===== src/design/usrs_pkg.sv =====
// Shared types, constants and codes for the user segment register setup block.
package usrs_pkg;

    localparam int NUM_SEGMENTS   = 8;
    localparam int SEGMENT_CLICKS = 128;
    localparam int SEG_IDX_W      = 3;
    localparam int CLICK_SHIFT    = 7;

    // Access field codes of a page descriptor, bits 3:0.
    localparam logic [3:0] ACC_RO    = 4'h2;
    localparam logic [3:0] ACC_RW    = 4'h6;
    localparam logic [3:0] ACC_WRITE = 4'h4;
    localparam logic [3:0] ACC_ED    = 4'h8;

    // Configuration register indexes.
    localparam logic CFG_USER_AREA  = 1'b0;
    localparam logic CFG_MAX_MEMORY = 1'b1;

    localparam logic [7:0]  USER_AREA_RESET  = 8'd16;
    localparam logic [13:0] MAX_MEMORY_RESET = 14'd2048;

    typedef struct packed {
        logic [11:0] text_clicks;
        logic [11:0] data_clicks;
        logic [11:0] stack_clicks;
        logic [15:0] proc_base;
        logic        has_text;
        logic [15:0] text_core_base;
    } t_item;

    typedef struct packed {
        logic [2:0]  segment_index;
        logic [15:0] page_address;
        logic [15:0] page_descriptor;
        logic        failed;
        logic        last;
    } t_result;

    typedef struct packed {
        logic [7:0]  user_area_clicks;
        logic [13:0] max_memory_clicks;
    } t_cfg;

    // Per-item layout summary, worked out when the item is taken in.
    typedef struct packed {
        logic        fail;
        logic [3:0]  text_end;
        logic [3:0]  data_end;
        logic [3:0]  stack_pages;
        logic [15:0] stack_top;
    } t_layout;

endpackage


===== src/design/usrs_cfg_regs.sv =====
// Configuration registers: user area size and memory limit.
module usrs_cfg_regs (
    input  logic                i_clk,
    input  logic                i_rst_n,
    input  logic                i_cfg_we,
    input  logic                i_cfg_index,
    input  logic [13:0]         i_cfg_data,
    output usrs_pkg::t_cfg      o_cfg
);

    usrs_pkg::t_cfg r_cfg;

    always_ff @(posedge i_clk) begin
        if (!i_rst_n) begin
            r_cfg.user_area_clicks  <= usrs_pkg::USER_AREA_RESET;
            r_cfg.max_memory_clicks <= usrs_pkg::MAX_MEMORY_RESET;
        end else if (i_cfg_we) begin
            unique case (i_cfg_index)
                usrs_pkg::CFG_USER_AREA:  r_cfg.user_area_clicks  <= i_cfg_data[7:0];
                usrs_pkg::CFG_MAX_MEMORY: r_cfg.max_memory_clicks <= i_cfg_data;
                default: ;
            endcase
        end
    end

    assign o_cfg = r_cfg;

endmodule


===== src/design/usrs_page_calc.sv =====
// Address and descriptor of one page register pair for a held item.
module usrs_page_calc (
    input  usrs_pkg::t_item     i_item,
    input  usrs_pkg::t_layout   i_layout,
    input  logic [7:0]          i_user_area,
    input  logic [2:0]          i_idx,
    output logic [15:0]         o_address,
    output logic [15:0]         o_descriptor
);

    logic        is_text;
    logic        is_data;
    logic        is_stack;
    logic [2:0]  data_j;
    logic [2:0]  stack_j;
    logic [3:0]  stack_j1;
    logic [6:0]  len;
    logic [3:0]  acc;
    logic [15:0] virt;
    logic [15:0] base;

    assign is_text  = {1'b0, i_idx} < i_layout.text_end;
    assign is_data  = {1'b0, i_idx} < i_layout.data_end;
    assign is_stack = ({1'b0, i_idx} + i_layout.stack_pages) >= 4'd8;
    assign data_j   = i_idx - i_layout.text_end[2:0];
    assign stack_j  = ~i_idx;
    assign stack_j1 = {1'b0, stack_j} + 4'd1;

    always_comb begin
        len  = 7'd0;
        acc  = 4'h0;
        virt = 16'd0;
        if (is_stack) begin
            // Stack fills downward from the top page; a partial page is expand-down.
            acc  = usrs_pkg::ACC_RW;
            virt = i_layout.stack_top - {5'd0, stack_j1, 7'd0};
            if ({2'b0, stack_j} < i_item.stack_clicks[11:7]) begin
                len = 7'd127;
            end else begin
                len = 7'd0 - i_item.stack_clicks[6:0];
                acc = usrs_pkg::ACC_RW | usrs_pkg::ACC_ED;
            end
        end else if (is_text) begin
            acc  = usrs_pkg::ACC_RO;
            virt = {6'd0, i_idx, 7'd0};
            if ({2'b0, i_idx} < i_item.text_clicks[11:7]) begin
                len = 7'd127;
            end else begin
                len = i_item.text_clicks[6:0] - 7'd1;
            end
        end else if (is_data) begin
            acc  = usrs_pkg::ACC_RW;
            virt = {8'd0, i_user_area} + {6'd0, data_j, 7'd0};
            if ({2'b0, data_j} < i_item.data_clicks[11:7]) begin
                len = 7'd127;
            end else begin
                len = i_item.data_clicks[6:0] - 7'd1;
            end
        end
    end

    // Pages without write access, unused ones included, go to the text base when there is one, else to base zero.
    always_comb begin
        if ((acc & usrs_pkg::ACC_WRITE) != 4'h0) begin
            base = i_item.proc_base;
        end else if (i_item.has_text) begin
            base = i_item.text_core_base;
        end else begin
            base = 16'd0;
        end
    end

    assign o_address    = virt + base;
    assign o_descriptor = {1'b0, len, 4'h0, acc};

endmodule


===== src/design/user_segment_register_setup.sv =====
// Top level of the user segment register setup block.
//
// A request carries text, data and stack sizes in clicks plus the process
// base and an optional shared text base. It is taken on a clock edge where
// start is high and busy is low. The block then produces eight page register
// items, indexes 0 to 7 in order, one per clock. Each result item stands on
// o_result for exactly one cycle, marked by o_strobe; the receiver cannot
// hold it off. When the layout needs more than eight pages or exceeds the
// memory limit, a single item with failed and last set is produced instead.
// The item is registered at the accepting edge and the result register
// loads at the next one. A request occupies the shared page calculator
// while its results are computed; busy drops in the cycle the last page
// (or the error item) is computed, so requests follow each other without
// a gap. The configuration port writes the user area size (index 0) and
// the memory limit (index 1). The user must see that it is written only
// while the block is idle; the block itself does not enforce this.
// Synchronous reset clears the sequencer and the strobe and restores the
// configuration defaults of 16 and 2048 clicks.
module user_segment_register_setup (
    input  logic                i_clk,
    input  logic                i_rst_n,
    input  logic                start,
    output logic                busy,
    input  usrs_pkg::t_item     i_item,
    input  logic                i_cfg_we,
    input  logic                i_cfg_index,
    input  logic [13:0]         i_cfg_data,
    output logic                o_strobe,
    output usrs_pkg::t_result   o_result
);

    usrs_pkg::t_cfg      cfg;
    usrs_pkg::t_layout   n_layout;
    usrs_pkg::t_layout   r_layout;
    usrs_pkg::t_item     r_item;
    usrs_pkg::t_result   r_result;
    usrs_pkg::t_result   n_result;
    logic                r_active;
    logic                r_strobe;
    logic [2:0]          r_idx;
    logic                finishing;
    logic                accept;
    logic [15:0]         page_address;
    logic [15:0]         page_descriptor;
    logic [5:0]          text_pages;
    logic [5:0]          data_pages;
    logic [5:0]          stack_pages;
    logic [7:0]          page_sum;
    logic [13:0]         click_sum;

    usrs_cfg_regs u_cfg (
        .i_clk       (i_clk),
        .i_rst_n     (i_rst_n),
        .i_cfg_we    (i_cfg_we),
        .i_cfg_index (i_cfg_index),
        .i_cfg_data  (i_cfg_data),
        .o_cfg       (cfg)
    );

    // Page counts round each segment up to whole 128-click pages.
    assign text_pages  = {1'b0, i_item.text_clicks[11:7]}  + {5'd0, |i_item.text_clicks[6:0]};
    assign data_pages  = {1'b0, i_item.data_clicks[11:7]}  + {5'd0, |i_item.data_clicks[6:0]};
    assign stack_pages = {1'b0, i_item.stack_clicks[11:7]} + {5'd0, |i_item.stack_clicks[6:0]};
    assign page_sum    = {2'd0, text_pages} + {2'd0, data_pages} + {2'd0, stack_pages};
    assign click_sum   = {2'd0, i_item.text_clicks} + {2'd0, i_item.data_clicks}
                       + {2'd0, i_item.stack_clicks};

    // When the layout fits, every page count is at most eight, so four bits
    // carry the region boundaries exactly.
    always_comb begin
        n_layout.fail        = (page_sum > 8'd8) || (click_sum > cfg.max_memory_clicks);
        n_layout.text_end    = text_pages[3:0];
        n_layout.data_end    = text_pages[3:0] + data_pages[3:0];
        n_layout.stack_pages = stack_pages[3:0];
        n_layout.stack_top   = {8'd0, cfg.user_area_clicks} + {4'd0, i_item.data_clicks}
                             + {4'd0, i_item.stack_clicks};
    end

    assign finishing = r_active && (r_layout.fail || (r_idx == 3'd7));
    assign busy      = r_active && !finishing;
    assign accept    = start && !busy;

    usrs_page_calc u_page (
        .i_item       (r_item),
        .i_layout     (r_layout),
        .i_user_area  (cfg.user_area_clicks),
        .i_idx        (r_idx),
        .o_address    (page_address),
        .o_descriptor (page_descriptor)
    );

    always_comb begin
        if (r_layout.fail) begin
            n_result.segment_index   = 3'd0;
            n_result.page_address    = 16'd0;
            n_result.page_descriptor = 16'd0;
            n_result.failed          = 1'b1;
            n_result.last            = 1'b1;
        end else begin
            n_result.segment_index   = r_idx;
            n_result.page_address    = page_address;
            n_result.page_descriptor = page_descriptor;
            n_result.failed          = 1'b0;
            n_result.last            = (r_idx == 3'd7);
        end
    end

    // Sequencer control.
    always_ff @(posedge i_clk) begin
        if (!i_rst_n) begin
            r_active <= 1'b0;
            r_strobe <= 1'b0;
            r_idx    <= 3'd0;
        end else begin
            r_strobe <= r_active;
            if (accept) begin
                r_active <= 1'b1;
                r_idx    <= 3'd0;
            end else begin
                if (finishing) begin
                    r_active <= 1'b0;
                end
                if (r_active) begin
                    r_idx <= r_idx + 3'd1;
                end
            end
        end
    end

    // Payload registers.
    always_ff @(posedge i_clk) begin
        if (accept) begin
            r_item   <= i_item;
            r_layout <= n_layout;
        end
        if (r_active) begin
            r_result <= n_result;
        end
    end

    assign o_strobe = r_strobe;
    assign o_result = r_result;

    a_accept_starts: assert property (@(posedge i_clk) disable iff (!i_rst_n)
        accept |=> (r_active && (r_idx == 3'd0)))
        else $error("accepted item did not start at page zero");

    a_strobe_from_active: assert property (@(posedge i_clk) disable iff (!i_rst_n)
        o_strobe |-> $past(r_active))
        else $error("result strobe without an item in progress");

    a_fail_is_last: assert property (@(posedge i_clk) disable iff (!i_rst_n)
        (o_strobe && o_result.failed) |-> o_result.last)
        else $error("error result not marked last");

    a_idx_steps: assert property (@(posedge i_clk) disable iff (!i_rst_n)
        (r_active && !finishing) |=> (r_active && (r_idx == $past(r_idx) + 3'd1)))
        else $error("page index skipped or stalled");

endmodule


===== config.mk =====
export PLATFORM = sky130hd
export DESIGN_NAME = user_segment_register_setup
export DESIGN_NICKNAME = d
export VERILOG_FILES = /design/src/design/usrs_pkg.sv /design/src/design/usrs_cfg_regs.sv /design/src/design/usrs_page_calc.sv /design/src/design/user_segment_register_setup.sv
export SDC_FILE = /design/constraint.sdc
export NUM_CORES = 1
export LEC_CHECK = 0
export BUFFER_PORTS_ARGS = -buffer_cell sky130_fd_sc_hd__buf_2
export CAP_MARGIN = 10
export CORE_ASPECT_RATIO = 2
export CORE_MARGIN = 4
export CORE_UTILIZATION = 50
export DETAILED_ROUTE_END_ITERATION = 8
export PLACE_DENSITY_LB_ADDON = 0.3
export SKIP_LAST_GASP = 1
export SLEW_MARGIN = 30
export SYNTH_ARGS = -nofsm -noshare
export SYNTH_HDL_FRONTEND = slang
export SYNTH_SLANG_ARGS = --single-unit

===== constraint.sdc =====
create_clock -name i_clk -period 19 [get_ports i_clk]
set_clock_uncertainty 0.05 [all_clocks]
set_input_delay 3.8 -clock i_clk [delete_from_list [all_inputs] [get_ports i_clk]]
set_output_delay 3.8 -clock i_clk [all_outputs]
set_load 0.02 [all_outputs]

# After elaboration in Yosys (flattened, before gate mapping)
# Index checks and enable logic that the tools add are counted.
[word_totals]
ff_bits = 162
in_bits = 88
out_inout_bits = 39
[op_classes]
n_addsub = 20
n_lt_le_gt_ge = 8
eq_ne = 1
mux = 18
bitwise_logic = 3
reduce_logical = 14
[ops]
columns = ["op", "count"]
rows = [
  ["$mux 16", 5],
  ["$mux 7", 6],
  ["$add 13x12->14", 2],
  ["$reduce_or 7->1", 3],
  ["$add 5x1->6", 3],
  ["$add 16x16->16", 1],
  ["$sub 16x11->16", 1],
  ["$lt 3x5->1", 3],
  ["$gt 14x14->1", 1],
  ["$sub 7x1->7 const B", 2],
  ["$add 12x12->13", 1],
  ["$add 8x12->13", 1],
  ["$mux 4", 3],
  ["$add 8x10->11", 1],
  ["$add 7x6->8", 1],
  ["$gt 8x4->1 const B", 1],
  ["$lt 3x4->1", 2],
  ["$add 6x6->7", 1],
  ["$sub 1x7->7 const A", 1],
  ["$add 3x1->4 const B", 1],
  ["$add 3x4->4", 1],
  ["$add 4x4->4", 1],
  ["$ge 4x4->1 const B", 1],
  ["$reduce_and 2->1", 2],
  ["13 further kinds", 19],
]

# Depth between registers and ports, before layout
# Gate-level depths: netlist (run 1).
[depth]
depth_word = 8
mapped_depth = 20

# Cells and area by module
# A second synthesis (run 1) with hierarchy kept.
[unflattened]
hier_cells = 954
area_unflattened_um2 = 10121.0
[by_module_without_submodules]
columns = ["mod", "n_inst", "cells_per_inst", "area_each_um2", "seq_area_each_um2"]
rows = [
  ["user_segment_register_setup", 1, 508, 7009.2, 4093.9],
  ["usrs_page_calc", 1, 354, 2248.4, 0.0],
  ["usrs_cfg_regs", 1, 92, 863.3, 440.4],
]

# Worst setup path before layout (run 1)
# Ideal clock, no wire load.
[synth_path]
kind = "input -> register"
start = "input start"
end = "register r_idx[0]"
setup_time_ns = 0.120
t_arrival_ns = 8.486
slack_ns = 10.344
path_stages = 3
path_buffers = 0
path_cell_list = "nor2b_1 -> nand2b_1 -> nor2_1"
[synth_between]
elab_chain_cells = 2
[synth_lines]
columns = ["item", "line", "source"]
rows = [
  ["start, declared", "user_segment_register_setup.sv:22", "input logic start,"],
  ["$logic_and 1x1->1", "user_segment_register_setup.sv:81", "assign accept = start && !busy;"],
  ["$reduce_or 2->1 (no line)", "-", ""],
  ["end signal, assigned", "user_segment_register_setup.sv:124", "r_idx <= r_idx + 3'd1;"],
  ["end, declared", "user_segment_register_setup.sv:40", "logic [2:0] r_idx;"],
]
# No other way between the ends.
# A chain may end at the register's enable or synchronous reset.

==> metrics.md, run 1 <==
| Metric | Value |
|---|---|
| # setup viols final | 0 |
| FMAX | ~140 MHz |
| EDFF count, synth | about 130 |
| DPL Wire Length | roughly 19,000 um |
| Maxcap violations | 0 |
| Post-CTS Hold Buffers | 0 |
| Post-synth design cell area | just under 10,000 um^2 |
| Initial DRC Count | between 200 and 300 |
| Post-CTS Resized | 0 |
| Status | finished, final reports clean |
| Seq pwr share | around 40% |
| VDD IR max | 60.7 uV |
| Logic pwr share | between 20 and 30% |
| Final Hold Vio Count | 0 |
| CTS tree | done |
| RR Endpoint | o_result[32]$_SDFFCE_PP0P_ |
| Hold Crit Start | u_cfg.o_cfg[7]$_SDFFE_PN0P_ |
| Pwr dens | 90.4 nW/um^2 |
| Final Core Density | 58.2% |
| Final worst-path cycle share | ~37% |
| Slack of the worst reg-to-reg path | 13.89 ns |
| WS Path Type | input pin to flip-flop |
| Nets | about 1.3k |
| Initial antenna violation count | 0 |
| Routed vias | between 7k and 8k |
| Hold Path End | u_cfg.o_cfg[7]$_SDFFE_PN0P_ |
| CTS root buffer | clkbuf_16 |
| Die X | 107 um |
| Inserted Diodes | 0 |
| Yosys reg bits | about 150 |
| Min-delay worst type | flip-flop to flip-flop |
| Crit path arrival time | between 7 and 8 ns |
| Power after layout | approximately 1 mW |
| Rows | 72 |
| Fill count | approximately 1.7k |
| TritonCTS buffer count | 17 |
| Clock network fraction of total power | 31.9% |
| Most numerous cell in the Yosys netlist | edfxtp_1 |
| Int Pwr | 0.698 mW |
| CP Max Fanout | 4 |
| Vias per inst | approximately 5.4 |
| Die area | ~22,000 um^2 |
| Crit start category | input pin |
| Number of buffers added on ports | between 100 and 150 |
| Worst Setup SP | i_item[34] |
| Crit path capture type | flip-flop |
| Core box area | slightly below 20,000 um^2 |
| Register area | 4360 um^2 |
| Most common library cells after synthesis | edfxtp_1 (127), nand2_1 (108), ha_1 (95), inv_1 (91), nor2_1 (53) |
| First-pass GRT wire length | about 36,000 um |
| Area added between synthesis and finish | 14.7% |
| Clock Latency Late Sink | about 0.44 ns |
| Slew HR | about 42% |
| Switching power | approximately 0.32 mW |
| Largest net degree at the start of global routing | 92 |
| Switching fraction of total power | between 30% and 40% |
| Syn. warnings | 0 |
| Share of layout cells above drive strength 1 | 17.1% |
| RSZ-0062 raised after global routing | no |
| H-Tree Depth | 4 |
| FF-to-FF Start | r_idx[0]$_SDFFE_PP0P_ |
| IO Count | roughly 130 |
| Placer Congestion | approximately 0.94 |
| Largest area contributor in the netlist | edfxtp_1 |
| LEAKAGE | around 4.8 nW |
| Initial Util | 50.8% |
| Final Max Tran Viols | 0 |
| Reg2Reg Depth | 17 |
| Worst-path clk slew | approximately 0.070 ns |
| Detail Route Antenna Nets | 0 |
| Syn avg cell area | between 10 and 15 um^2 |
| Asr flop ratio synth | 0% |
| Number of library cell types mapped by synthesis | 75 |
| WL/cell | about 18 um |
| Remaining DRCs | 0 |
| Clock buffer depth | 2 |
| Actual slew at the worst max-slew pin | between 0.8 and 0.9 ns |
| Sequential-to-total area share from yosys stat | between 40% and 50% |
| Setup bufs post-CTS | 0 |
| Global-route usage over all layers | 21.8% |
| Synth Flop Type | edfxtp_1 |
| GRT overflow | 0 |
| Pre-antenna DRT Iters | 4 |
| Vias in the first global route | 7,346 |
| Die height | about 210 um |
| WP data required | approximately 19 ns |
| Period minus WS final | 7.06 ns |
| Synth top area cells | edfxtp_1 (39%), ha_1 (12%), fa_1 (6.7%) |
| CTS Sinks | around 150 |
| Post-Synthesis Cells | just over 900 |
| Setup TNS | 0 ns |
| Hold Path Cell Cnt | 2 |
| Multi-input gate area | around 5100 um^2 |
| Final wirelength | 23,300 um |
| Area share of the largest cell type after synthesis | about two fifths |
how the worst max path moves through the flow:
stage                     slack (ns)                      to  depth (start not counted)
after floorplan                10.34   r_idx[0]$_SDFFE_PP0P_                          3
after global placement         11.57  r_layout[28]$_DFFE_PP_                         18
after detailed placement       11.52  r_layout[28]$_DFFE_PP_                         16
after CTS                      11.99  r_layout[28]$_DFFE_PP_                         16
after global routing           11.70  r_layout[28]$_DFFE_PP_                         16
final                          11.94  r_layout[28]$_DFFE_PP_                         18
metrics by stage:
| step | std cells | cell area (um^2) | setup WS, ns | hold WS (ns) |
|---|---|---|---|---|
| CTS | 1317 | 11300 | 11.99 | 0.417 |
| finish | 1317 | 11300 | 11.94 | 0.413 |
| floorplan | 927 | 9860 | 10.34 | 0.393 |
| global route | 1317 | 11300 | 11.70 | 0.428 |
| global placement | 1285 | 10700 | 11.57 | 0.403 |
| detailed placement | 1285 | 10700 | 11.52 | 0.407 |
cells in the final DEF, fill, tap and decap left out, types with 15 or more instances in the layout:
cell and count:
a21boi_0 22, a21o_1 17, a21oi_1 37, buf_2 120
clkbuf_16 17, dfxtp_1 26, edfxtp_1 127, fa_1 33
ha_1 95, inv_1 91, nand2_1 108, nor2_1 53
nor2b_1 15, nor3_1 19, o21ai_0 40, xnor2_1 32
xor2_1 26
state kept, by name, summed over array words and instances, names as in the netlist:
signal,flops
r_item,69
o_result,31
r_layout,27
u_cfg.o_cfg,22
r_idx,3
o_strobe,1
r_active,1
cells by family (layout without fill, tap and decap cells):
| kind of cell | after synthesis | in the layout | synth area share (%) |
|---|---|---|---|
| compound gates | 193 | 193 | 13.2 |
| xor+xnor | 60 | 60 | 5.42 |
| fa+ha+maj | 128 | 128 | 18.8 |
| buf+inv | 117 | 248 | 4.80 |
| flops | 154 | 154 | 44.3 |
| mux | 7 | 7 | 0.789 |
| other cells | 1 | 6 | 0.0381 |
| simple gates | 262 | 262 | 12.7 |
routing by layer:
metal	share of wire, %	track usage [%]	routed length, um
met4	4.3	11.5	997
met2	59	43.8	13700
met1	33	19.8	7770
met5	0	0	0
met3	3.6	4.03	849
area by class of cell:
cell class	count	area share, %
multi-input combinational	656	44.8
clock buffer	17	3.77
clock inverter	15	1.24
tap	259	2.87
inverter	91	3.03
timing repair buffer	125	5.69
sequential	154	38.6
power groups by stage:
| stage | Combinational (mW) | Clock, mW | Sequential (mW) |
|---|---|---|---|
| 2_1_floorplan | 0.203 | 0 | 0.417 |
| 3_3_place_gp | 0.279 | 0 | 0.415 |
| 3_5_place_dp | 0.286 | 0 | 0.416 |
| 4_1_cts | 0.288 | 0.332 | 0.408 |
| 5_1_grt | 0.320 | 0.348 | 0.410 |
| 6_report | 0.286 | 0.325 | 0.408 |
critical path, cell delays in order:
cell and delay, ns:
buf_2 0.14, fa_1 0.55, ha_1 0.17, inv_1 0.06
fa_1 0.40, nor2b_1 0.14, o21ai_0 0.08, nand2b_1 0.14
a311o_1 0.32, nand2_1 0.13, xnor2_1 0.15, ha_1 0.31
a21o_1 0.19, a21o_1 0.16, a21oi_1 0.13, o21ai_0 0.11
o31ai_1 0.08, o211ai_1 0.12
No activity file was read; power rests on OpenSTA's default activity.
==> inputs of run 2 (changes only) <==
--- a/config.mk
+++ b/config.mk
@@ -5,6 +5,7 @@
 export SDC_FILE = /design/constraint.sdc
 export NUM_CORES = 1
 export LEC_CHECK = 0
+export ABC_AREA = 1
 export BUFFER_PORTS_ARGS = -buffer_cell sky130_fd_sc_hd__buf_2
 export CAP_MARGIN = 10
 export CORE_ASPECT_RATIO = 2
==> constraint.sdc (replaced) <==
create_clock -name i_clk -period 7.2 [get_ports i_clk]
set_clock_uncertainty 0.05 [all_clocks]
set_input_delay 1.44 -clock i_clk [delete_from_list [all_inputs] [get_ports i_clk]]
set_output_delay 1.44 -clock i_clk [all_outputs]
set_load 0.02 [all_outputs]
==> metrics.md, run 2 <==
| Metric | Value |
|---|---|
| Final Core Density | 58.4% (+0.18 points) |
| Pwr dens | 244 nW/um^2 (+170%) |
| Asr flop ratio synth | 0% (unchanged) |
| Cell Chain, Critical Path | buf_2 > fa_1 > ha_1 > inv_1 > fa_1 > o31ai_1 > nand2_1 > o2111ai_1 > ha_1 > nand2_1 > inv_1 > nand3_1 > nor4_1 > inv_1 > o21ai_0 > nand2_1 |
| Placer Congestion | 0.889 (-5.3%) |
| Rows | 72 (unchanged) |
| WL/cell | 17.2 um (-3.1%) |
| CP delay by family, top | adder cells |
| Maxcap violations | 0 (unchanged) |
| Remaining DRCs | 0 (unchanged) |
| Logic pwr share | 27.3% (-0.8 points) |
| Post-Synthesis Cells | 1,032 (+12%) |
| Max stage delay on crit path | 0.55 ns (about the same) |
| Min-delay worst type | flip-flop to flip-flop |
| WP data required | 7.32 ns (-11.81 ns) |
| Yosys reg bits | 154 (unchanged) |
| Share of layout cells above drive strength 1 | 14.8% (-2.3 points) |
| First-pass GRT wire length | 38,200 um (+5.5%) |
| EDFF count, synth | 127 (unchanged) |
| RSZ-0062 raised after global routing | no |
| Buffers plus inverters on the worst setup path | 4 (+2) |
| Die X | 107 um (+0.11%) |
| Pre-antenna DRT Iters | 4 (unchanged) |
| Synth Flop Type | edfxtp_1 |
| Clock network fraction of total power | 33.7% (+1.8 points) |
| Crit start category | input pin |
| Slowest stage cell, crit path | fa_1 |
| Initial Util | 50.9% (+0.12 points) |
| Most numerous cell in the Yosys netlist | nand2_1 |
| Vias in the first global route | 7,884 (+7.3%) |
| Switching power | 0.883 mW (+170%) |
| Actual slew at the worst max-slew pin | 0.911 ns (+0.0417 ns) |
| CTS root buffer | clkbuf_16 |
| LEAKAGE | 5.21 nW (+8.5%) |
| VDD IR max | 147 uV (+140%) |
| Setup TNS | 0 ns (unchanged) |
| Worst-path clk slew | 0.06 ns (about the same) |
| Core box area | 19,400 um^2 (unchanged) |
| Final Max Tran Viols | 0 (unchanged) |
| Final Hold Vio Count | 0 (unchanged) |
| CTS Sinks | 154 (unchanged) |
| Global-route usage over all layers | 23.0% (+1.2 points) |
| Most frequent cells in the layout | nand2_1 (162), inv_1 (149), edfxtp_1 (127) |
| Clock buffer depth | 2 (unchanged) |
| Slew HR | 39.3% (-2.8 points) |
| DPL Wire Length | 20,200 um (+7.4%) |
| Power after layout | 2.76 mW (+170%) |
| Largest net degree at the start of global routing | 72 (-22%) |
| Fill count | 1,728 (+2.0%) |
| GRT overflow | 0 (unchanged) |
| Routed vias | 7,506 (+5.6%) |
| Vias per inst | 5.25 (-2.8%) |
| Number of buffers added on ports | 120 (unchanged) |
| Seq pwr share | 39.1% (-0.9 points) |
| Setup ws final | 2.64 ns (-9.30 ns) |
| Area share of the largest cell type after synthesis | 38.7% (-0.089 points) |
| Commonest non-fill, non-tap cell in the layout | nand2_1 |
| Final instance area | 11,300 um^2 (+0.31%) |
| Final worst-path cycle share | ~63% |
| FMAX | approximately 220 MHz |
| Int Pwr | 1.88 mW (+170%) |
| Post-CTS Resized | 0 (unchanged) |
| Nets | 1,374 (+9.0%) |
| Detail Route Antenna Nets | 0 (unchanged) |
| Initial antenna violation count | 0 (unchanged) |
| Setup bufs post-CTS | 0 (unchanged) |
| Crit path arrival time | 4.68 ns (-2.51 ns) |
| Syn. warnings | 0 (unchanged) |
| CP Max Fanout | 4 (unchanged) |
| Final wirelength | 24,500 um (+5.2%) |
| Largest area contributor in the netlist | edfxtp_1 |
| Period minus WS final | 4.56 ns |
| Most common library cells after synthesis | nand2_1 (162), inv_1 (149), edfxtp_1 (127), ha_1 (95) |
| Area added between synthesis and finish | 14.8% (about the same) |
| Crit path capture type | flip-flop |
| IO Count | 127 (unchanged) |
| Number of library cell types mapped by synthesis | 47 (-37%) |
| # setup viols final | 0 (unchanged) |
| Status | finished, final reports clean |
| Die area | 22,200 um^2 (+0.22%) |
| Sequential-to-total area share from yosys stat | 44.2% (-0.10 points) |
| Biggest register | r_item |
| Die height | 207 um (+0.11%) |
| H-Tree Depth | 4 (unchanged) |
| CTS tree | done |
| Post-CTS Hold Buffers | 0 (unchanged) |
| Placement Setup Slack | 2.21 ns (-9.31 ns) |
| Synth top area cells | edfxtp_1 (39%), ha_1 (12%), fa_1 (6.7%) |
| Placement Cell Area | 10,700 um^2 (-0.10%) |
| Syn avg cell area | 9.55 um^2 (-10%) |
| TritonCTS buffer count | 17 (unchanged) |
| Max FFs per register | 69 (unchanged) |
| Clock Latency Late Sink | 0.43 ns (about the same) |
| Initial DRC Count | 297 (+8.8%) |
| WS Path Type | input pin to flip-flop |
| Inserted Diodes | 0 (unchanged) |
| Switching fraction of total power | 31.9% (+0.44 points) |
| Post-synth design cell area | 9860 um^2 (+0.23%) |
-- run 2: cell types whose count changed after synthesis, moves of 16 or more --
| cell | delta |
|---|---|
| inv_1 | +58 |
| nand2_1 | +54 |
| a21oi_1 | +45 |
| o21ai_0 | +42 |
| nand3_1 | +27 |
| a21boi_0 | -21 |
| nor2b_1 | -16 |
-- run 2: logic make-up (layout without fill, tap and decap cells) --
kind of cell	Yosys count	in the layout	synth area share, %
AOI/OAI and AO/OA	207	207	11.4
xor gates and xnor gates	47	47	4.18
adders and majority gates	128	128	18.8
buffers and inverters	174	308	7.12
DFF	154	154	44.2
other	1	6	0.0380
and+or+nand+nor	321	321	14.4
-- run 2: routing by layer --
metal	track usage (%)	wire (um)	part of all wire, %	up-vias
met5	0	0	0	-
met4	15.6	1610	6.5	0
met3	3.77	913	3.7	85
met2	45.9	14300	58	179
met1	20.2	7760	32	3498
li1	-	-	-	3744
-- run 2: power groups by stage --
stage | clock (mW) | combinational, mW | sequential [mW]
4_1_cts | 0.940 | 0.756 | 1.08
6_report | 0.931 | 0.754 | 1.08
3_3_place_gp | 0 | 0.735 | 1.10
2_1_floorplan | 0 | 0.526 | 1.11
5_1_grt | 0.982 | 0.857 | 1.09
3_5_place_dp | 0 | 0.751 | 1.10
-- run 2: layout make-up --
| class | count | area [um^2] | area share (%) |
|---|---|---|---|
| Clock buffer | 17 | 425 | 3.76 |
| Clock inverter | 15 | 186 | 1.65 |
| Inverter | 153 | 574 | 5.07 |
| Multi-Input combinational cell | 709 | 4830 | 42.7 |
| Sequential cell | 154 | 4350 | 38.5 |
| Tap cell | 259 | 324 | 2.86 |
| Timing Repair Buffer | 123 | 623 | 5.51 |
-- run 2: per-stage QoR --
step           instances  hold WS (ns)
2_1_floorplan       1037         0.374
3_3_place_gp        1398         0.401
3_5_place_dp        1398         0.408
4_1_cts             1430         0.417
6_report            1430         0.416
5_1_grt             1430         0.430
-- run 2: worst paths after layout --
path                               start  slack [ns]  cells after the start                     endpoint
max                           i_item[34]        2.64                     16       r_layout[28]$_DFFE_PP_
min          u_cfg.o_cfg[6]$_SDFFE_PN0P_        0.42                      2  u_cfg.o_cfg[6]$_SDFFE_PN0P_
max reg2reg        r_idx[0]$_SDFFE_PP0P_        3.01                     22   o_result[28]$_SDFFCE_PP0P_
min reg2reg  u_cfg.o_cfg[6]$_SDFFE_PN0P_        0.42                      2  u_cfg.o_cfg[6]$_SDFFE_PN0P_
-- run 2: worst reg2reg max path, delay by kind of cell, from the launching register on --
family | cells | cell delay (ns)
DFF | 1 | 0.40
AOI/OAI and AO/OA | 4 | 0.76
adders and majority gates | 4 | 1.13
and+or+nand+nor | 9 | 1.22
buffers and inverters | 5 | 0.38
